==> src/hdl/ows_pkg.sv <==
// Shared types, codes and the CRC-8 step function for the ROM search engine.
package ows_pkg;

    localparam int unsigned RomWidth  = 64;
    localparam int unsigned PosWidth  = 7;
    localparam int unsigned CrcWidth  = 8;
    localparam logic [CrcWidth-1:0] CrcPoly = 8'h8C;
    localparam logic [PosWidth-1:0] FirstPos = 7'd1;
    localparam logic [PosWidth:0]   EndPos   = 8'd65;

    // Item kinds
    typedef enum logic [1:0] {
        MODE_CLEAR  = 2'd0,
        MODE_START  = 2'd1,
        MODE_BIT    = 2'd2,
        MODE_UNUSED = 2'd3
    } mode_t;

    // Result codes
    typedef enum logic [2:0] {
        ST_IDLE      = 3'd0,
        ST_ACCEPT    = 3'd1,
        ST_FOUND     = 3'd2,
        ST_END       = 3'd3,
        ST_NO_PRES   = 3'd4,
        ST_BIT_FAIL  = 3'd5,
        ST_CRC_FAIL  = 3'd6
    } status_t;

    // Search state carried between beats
    typedef struct packed {
        logic [RomWidth-1:0] rom;
        logic [PosWidth-1:0] last_disc;
        logic [PosWidth-1:0] last_zero;
        logic [PosWidth-1:0] bit_pos;
        logic [CrcWidth-1:0] crc;
        logic                last_flag;
        logic                pass_active;
    } search_state_t;

    // One result beat
    typedef struct packed {
        status_t             status;
        logic                write_valid;
        logic                write_bit;
        logic [RomWidth-1:0] rom_code;
        logic                last_device;
    } result_t;

    localparam search_state_t StateReset = '{
        rom:         '0,
        last_disc:   '0,
        last_zero:   '0,
        bit_pos:     FirstPos,
        crc:         '0,
        last_flag:   1'b0,
        pass_active: 1'b0
    };

    // Reflected CRC-8 over one byte, LSB first
    function automatic logic [CrcWidth-1:0] crc8_byte(input logic [CrcWidth-1:0] crc_in,
                                                      input logic [7:0] data);
        logic [CrcWidth-1:0] c;
        logic [7:0]          d;
        logic                fb;
        c = crc_in;
        d = data;
        for (int i = 0; i < 8; i++) begin
            fb = c[0] ^ d[0];
            c  = c >> 1;
            if (fb) begin
                c = c ^ CrcPoly;
            end
            d = d >> 1;
        end
        return c;
    endfunction

endpackage

==> src/hdl/ows_step.sv <==
// Combinational next-state and result logic for one search beat.
module ows_step (
    input  logic [1:0]             mode,
    input  logic                   presence,
    input  logic                   id_bit,
    input  logic                   cmp_bit,
    input  ows_pkg::search_state_t cur,
    output ows_pkg::search_state_t nxt,
    output ows_pkg::result_t       res
);

    logic [ows_pkg::PosWidth-1:0] bp;
    logic [5:0]                   idx;
    logic [2:0]                   byte_idx;
    logic [ows_pkg::PosWidth:0]   bp_inc;
    logic                         dir;
    ows_pkg::mode_t               mode_e;

    assign mode_e   = ows_pkg::mode_t'(mode);
    assign bp       = cur.bit_pos;
    assign idx      = 6'(bp - 7'd1);
    assign byte_idx = 3'(bp[5:3] - 3'd1);
    assign bp_inc   = {1'b0, bp} + 8'd1;

    // Direction choice: forced by the bus, else follow the previous code below the last discrepancy, 1 at it, 0 beyond
    always_comb begin
        if (id_bit != cmp_bit) begin
            dir = id_bit;
        end else if (bp < cur.last_disc) begin
            dir = cur.rom[idx];
        end else begin
            dir = (bp == cur.last_disc);
        end
    end

    always_comb begin
        nxt             = cur;
        res.status      = ows_pkg::ST_IDLE;
        res.write_valid = 1'b0;
        res.write_bit   = 1'b0;
        res.last_device = 1'b0;
        case (mode_e)
            ows_pkg::MODE_CLEAR: begin
                nxt = ows_pkg::StateReset;
            end
            ows_pkg::MODE_START: begin
                if (cur.last_flag || !presence) begin
                    nxt.last_disc   = '0;
                    nxt.last_flag   = 1'b0;
                    nxt.pass_active = 1'b0;
                    res.status      = cur.last_flag ? ows_pkg::ST_END : ows_pkg::ST_NO_PRES;
                end else begin
                    nxt.pass_active = 1'b1;
                    nxt.bit_pos     = ows_pkg::FirstPos;
                    nxt.last_zero   = '0;
                    nxt.crc         = '0;
                    res.status      = ows_pkg::ST_ACCEPT;
                end
            end
            ows_pkg::MODE_BIT: begin
                if (cur.pass_active) begin
                    if (id_bit && cmp_bit) begin
                        nxt.last_disc   = '0;
                        nxt.last_flag   = 1'b0;
                        nxt.pass_active = 1'b0;
                        res.status      = ows_pkg::ST_BIT_FAIL;
                    end else begin
                        if ((id_bit == cmp_bit) && !dir) begin
                            nxt.last_zero = bp;
                        end
                        nxt.rom[idx]    = dir;
                        res.write_valid = 1'b1;
                        res.write_bit   = dir;
                        res.status      = ows_pkg::ST_ACCEPT;
                        // CRC byte closes on every eighth bit
                        if ((bp[2:0] == 3'd0) && (bp >= 7'd8)) begin
                            nxt.crc = ows_pkg::crc8_byte(cur.crc,
                                                         nxt.rom[{byte_idx, 3'b000} +: 8]);
                        end
                        nxt.bit_pos = bp_inc[ows_pkg::PosWidth-1:0];
                        // Final bit: check CRC and family byte
                        if (bp_inc >= ows_pkg::EndPos) begin
                            nxt.pass_active = 1'b0;
                            if ((nxt.crc == '0) && (nxt.rom[7:0] != 8'd0)) begin
                                nxt.last_disc   = nxt.last_zero;
                                nxt.last_flag   = (nxt.last_zero == '0);
                                res.status      = ows_pkg::ST_FOUND;
                                res.last_device = (nxt.last_zero == '0);
                            end else begin
                                nxt.last_disc = '0;
                                nxt.last_flag = 1'b0;
                                res.status    = ows_pkg::ST_CRC_FAIL;
                            end
                        end
                    end
                end
            end
            default: begin
            end
        endcase
        res.rom_code = nxt.rom;
    end

endmodule

==> src/hdl/onewire_rom_search.sv <==
// Top level of the 1-Wire search-ROM engine: input register, state and result register.
// Path: input register, then the step logic that updates the state, then result register.
// Throughput: one item per cycle while m_ready does not stall the result register.
// A stalled result holds the result register; the input register still takes one beat.
// Reset: synchronous, active low; clears valids and returns the search state to its start
// (ROM code and CRC zero, bit position one, no pass active).
module onewire_rom_search (
    input  logic        aclk,
    input  logic        aresetn,
    input  logic        s_valid,
    output logic        s_ready,
    input  logic [1:0]  s_mode,
    input  logic        s_presence,
    input  logic        s_id_bit,
    input  logic        s_cmp_bit,
    output logic        m_valid,
    input  logic        m_ready,
    output logic [2:0]  m_status,
    output logic        m_write_valid,
    output logic        m_write_bit,
    output logic [63:0] m_rom_code,
    output logic        m_last_device
);

    logic                   in_valid_reg;
    logic [1:0]             mode_reg;
    logic                   presence_reg;
    logic                   id_bit_reg;
    logic                   cmp_bit_reg;
    logic                   out_valid_reg;
    logic                   advance;
    ows_pkg::search_state_t state_reg;
    ows_pkg::search_state_t state_next;
    ows_pkg::result_t       res_reg;
    ows_pkg::result_t       res_next;

    assign advance = in_valid_reg && (!out_valid_reg || m_ready);
    assign s_ready = !in_valid_reg || advance;

    // Input register
    always_ff @(posedge aclk) begin
        if (!aresetn) begin
            in_valid_reg <= 1'b0;
        end else if (s_ready) begin
            in_valid_reg <= s_valid;
        end
        if (s_valid && s_ready) begin
            mode_reg     <= s_mode;
            presence_reg <= s_presence;
            id_bit_reg   <= s_id_bit;
            cmp_bit_reg  <= s_cmp_bit;
        end
    end

    ows_step u_step (
        .mode     (mode_reg),
        .presence (presence_reg),
        .id_bit   (id_bit_reg),
        .cmp_bit  (cmp_bit_reg),
        .cur      (state_reg),
        .nxt      (state_next),
        .res      (res_next)
    );

    // Search state and result register
    always_ff @(posedge aclk) begin
        if (!aresetn) begin
            state_reg     <= ows_pkg::StateReset;
            out_valid_reg <= 1'b0;
        end else begin
            if (advance) begin
                state_reg <= state_next;
            end
            if (advance) begin
                out_valid_reg <= 1'b1;
            end else if (m_ready) begin
                out_valid_reg <= 1'b0;
            end
        end
        if (advance) begin
            res_reg <= res_next;
        end
    end

    assign m_valid       = out_valid_reg;
    assign m_status      = res_reg.status;
    assign m_write_valid = res_reg.write_valid;
    assign m_write_bit   = res_reg.write_bit;
    assign m_rom_code    = res_reg.rom_code;
    assign m_last_device = res_reg.last_device;

`ifndef SYNTH
    // A write is only ordered with a bit-pair result
    a_write_status: assert property (@(posedge aclk) disable iff (!aresetn)
        (m_valid && m_write_valid) |-> (m_status == ows_pkg::ST_ACCEPT ||
                                        m_status == ows_pkg::ST_FOUND ||
                                        m_status == ows_pkg::ST_CRC_FAIL))
        else $error("write ordered with wrong status");

    // Last device flag only with a found device
    a_last_found: assert property (@(posedge aclk) disable iff (!aresetn)
        (m_valid && m_last_device) |-> (m_status == ows_pkg::ST_FOUND))
        else $error("last device without found status");

    // An active pass keeps its bit position within the ROM code
    a_pos_range: assert property (@(posedge aclk) disable iff (!aresetn)
        state_reg.pass_active |-> (state_reg.bit_pos >= 7'd1 && state_reg.bit_pos <= 7'd64))
        else $error("bit position out of range during pass");

    // A held result beat keeps its payload when it is not taken
    a_res_hold: assert property (@(posedge aclk) disable iff (!aresetn)
        (m_valid && !m_ready) |=> (m_valid && $stable(m_rom_code) && $stable(m_status)))
        else $error("result beat changed while stalled");
`endif

endmodule

==> config.mk <==
export PLATFORM = sky130hd
export DESIGN_NAME = onewire_rom_search
export DESIGN_NICKNAME = d
export VERILOG_FILES = /design/src/hdl/ows_pkg.sv /design/src/hdl/ows_step.sv /design/src/hdl/onewire_rom_search.sv
export SDC_FILE = /design/constraint.sdc
export NUM_CORES = 1
export LEC_CHECK = 0
export ABC_AREA = 1
export BUFFER_PORTS_ARGS = -buffer_cell sky130_fd_sc_hd__clkbuf_2
export CAP_MARGIN = 20
export CORE_UTILIZATION = 49
export CTS_CLUSTER_DIAMETER = 120
export CTS_CLUSTER_SIZE = 25
export DETAILED_ROUTE_END_ITERATION = 8
export GPL_ROUTABILITY_DRIVEN = 0
export GPL_TIMING_DRIVEN = 0
export MAX_ROUTING_LAYER = met4
export PLACE_DENSITY_LB_ADDON = 0.05
export SLEW_MARGIN = 0
export SYNTH_ARGS = -nofsm -noshare
export SYNTH_HDL_FRONTEND = slang
export SYNTH_SLANG_ARGS = --single-unit
==> constraint.sdc <==
create_clock -name aclk -period 11.5 [get_ports aclk]
set_clock_uncertainty 0.2 [all_clocks]
set_input_delay 0.575 -clock aclk [delete_from_list [all_inputs] [get_ports aclk]]
set_output_delay 0.575 -clock aclk [all_outputs]
set_load 0.02 [all_outputs]
==> reports/qor.csv <==
metric,value,unit
Cell Int Power,1.05,mW
Post-CTS Setup Bufs,0,
cells after synthesis,1671,
Max-Cap Viols,0,
"Max FO, Critical Path",12,
Pleak,5.44,nW
R2R setup slack,5.24,ns
fill count,2153,
die area,23500,um^2
diodes inserted,0,
outcome,finished clean,
starting DRC count in detailed routing,1838,
Synth Area in Compound Gates,20.6,%
fin crit share,54.4,%
crit end category,flop,
top sig layer,met4,
core footprint,22100,um^2
most frequent cells in the layout,"nand2_1, o21ai_0, nand3_1, inv_1, nor2_1",
post-synthesis xor/xnor area fraction,0.871,%
CP Launch Type,flop,
"Seq/Total Area, Yosys",37.4,%
CP max stage cell,clkbuf_1,
Port Buffers,79,
Net Sw Power,0.530,mW
post-synthesis mux area share,0,%
die width,153,um
global-route wire length before repair,62400,um
clock buffer count from CTS,17,
Setup-failing EPs final,0,
Crit Path Class,flop to flop,
post-synthesis simple-gate area fraction,27.8,%
largest family of logic cells by synthesized area,simple AND/OR/NAND/NOR gates,
antenna violations before repair,0,
# hold bufs at CTS,0,
hpwl dp,29300,um
wire length on met2,16600,um
Area growth syn-to-layout,11.8,%
mapped cell area,11200,um^2
TNS Setup,0,ns
total grt overflow,0,
Synth top area share,20.1,%
Max clock buf depth,2,
clk_lat worst skew,0.45,ns
Netlist cell types,39,
routed metal-1 wirelength,17300,um
DRC errors left,0,
CTS tree,yes,
drt pass-1 iters,8,
min-delay src,s_mode[0],
via count,12300,
Avg Inst Size Synth,6.71,um^2
max-slew violations,0,
fin nets,1796,
Worst Hold Depth,1,
Worst VDD drop,91.6,uV
std cell rows,54,
clk slew on worst S/H paths,0.08,ns
RSZ-0062 raised after global routing,no,
Reg power frac,43.9,%
slew margin rel.,28.3,%
syn_nets,1698,
Hold Path Sink,mode_reg[0],
post-synth top area cell,edfxtp_1,
Crit Reg-Reg Endpoint,m_status[2],
WL/cell,19.8,um
Reg2Reg Depth,31,
GRT Total Usage,35.9,%
yosys synthesis warning count,0,
#FFs+latches synth,172,
largest cells by area after synthesis,"edfxtp_1, dfxtp_1, o21ai_0",
IO Count,81,
vias in the first global route,11000,
switch share,33.6,%
final antenna-violating net count,0,
clock sinks,172,
drt via density,5.96,
initial core utilization,50.7,%
post-layout minimum cycle time,6.26,ns
Worst-Margin Slew,1.07,ns
"most common cell after layout, fill and taps aside",nand2_1,
Synth Area in Adders,2.01,%
power per cell area,126,nW/um^2
Critical Path Max Stage Delay,0.62,ns
Worst Path Required,11.50,ns
Die Y,153,um
type of the tightest min-delay check,input port to flop,
Critical Path Most Common Cell,nand2_1,
combinational power share,19.5,%
share of layout cells above drive strength 1,10.2,%
cts repair resizes,0,
Final Hold Fails,0,
Reg-to-Reg Start,state_reg[10],
CTS root buffer,clkbuf_16,
CP arrival,6.26,ns
htree depth,4,
final WL,40900,um
largest net degree at the start of global routing,71,
routed wl met3,4890,um
Fmax achieved,0.160,GHz
max reg flops,95,
Clock Power Share,36.5,%
Final Total Pwr,1.58,mW
metal layers:
metal  global-route usage (%)  vias to the layer above
li1                         -                     5759
met1                     48.5                     5536
met5                        -                        -
met3                     7.94                      166
met2                     49.8                      825
met4                     18.8                        0
metrics by stage:
| step | hold WS (ns) | instance area (um^2) | worst slack [ns] | instances | util [%] |
|---|---|---|---|---|---|
| 2_1_floorplan | 0.245 | 11200 | 7.34 | 1671 | - |
| 3_3_place_gp | 0.254 | 12000 | 5.88 | 2030 | 54.1 |
| 3_5_place_dp | 0.255 | 12000 | 5.80 | 2030 | 54.1 |
| 4_1_cts | 0.0961 | 12500 | 5.77 | 2062 | 56.7 |
| 5_1_grt | 0.0910 | 12500 | 5.12 | 2062 | 56.7 |
| 6_report | 0.101 | 12500 | 5.24 | 2062 | 56.7 |
synthesized netlist by cell type (all sizes together):
master and count:
clkinv 1, o31ai 3, nor4 2, clkbuf 67, a211oi 1, nor3b 1
nand2 353, o211ai 38, inv 209, or2 6, a21oi 111, xor2 6
o21ai 279, o211a 1, nand4 2, ha 18, o22ai 2, nor3 7
dfxtp 97, edfxtp 75, nor2 119, nand3 233, o21bai 1, a2bb2oi 1
buf 38
power groups by stage:
stage | sequential, mW | clock [mW] | combinational, mW
floorplan | 0.717 | 0 | 0.183
global placement | 0.706 | 0 | 0.291
detailed placement | 0.706 | 0 | 0.294
CTS | 0.692 | 0.578 | 0.295
global route | 0.696 | 0.604 | 0.332
finish | 0.693 | 0.576 | 0.308
critical path: cells and delay by family, from the launching register on:
| family | cells | cell delay [ns] |
|---|---|---|
| flops | 1 | 0.32 |
| simple gates | 19 | 2.18 |
| fa+ha+maj | 1 | 0.27 |
| buf+inv | 9 | 2.59 |
| compound gates | 2 | 0.42 |
layout make-up:
type	count	area [um^2]	area share [%]
Multi-Input combinational cell	1184	5750	45.9
Sequential cell	172	4190	33.5
Inverter	210	796	6.35
Buffer	105	474	3.78
Clock buffer	19	443	3.54
Timing Repair Buffer	79	395	3.16
Tap cell	280	350	2.80
Clock inverter	13	130	1.04
worst max path at each step:
stage	from	endpoint	slack, ns	depth (start not counted)
4_1_cts	state_reg[10]	m_last_device	5.77	29
2_1_floorplan	state_reg[13]	m_last_device	7.34	28
6_report	state_reg[10]	m_status[2]	5.24	31
5_1_grt	state_reg[10]	m_last_device	5.12	30
3_5_place_dp	state_reg[10]	m_status[2]	5.80	30
3_3_place_gp	state_reg[10]	m_last_device	5.88	30
kinds of logic after synthesis:
| family | Yosys count |
|---|---|
| AOI/OAI and AO/OA | 437 |
| xor gates and xnor gates | 6 |
| adders and majority gates | 18 |
| buffers and inverters | 315 |
| DFF | 172 |
| and+or+nand+nor | 723 |
(Power assumes the default switching activity.)
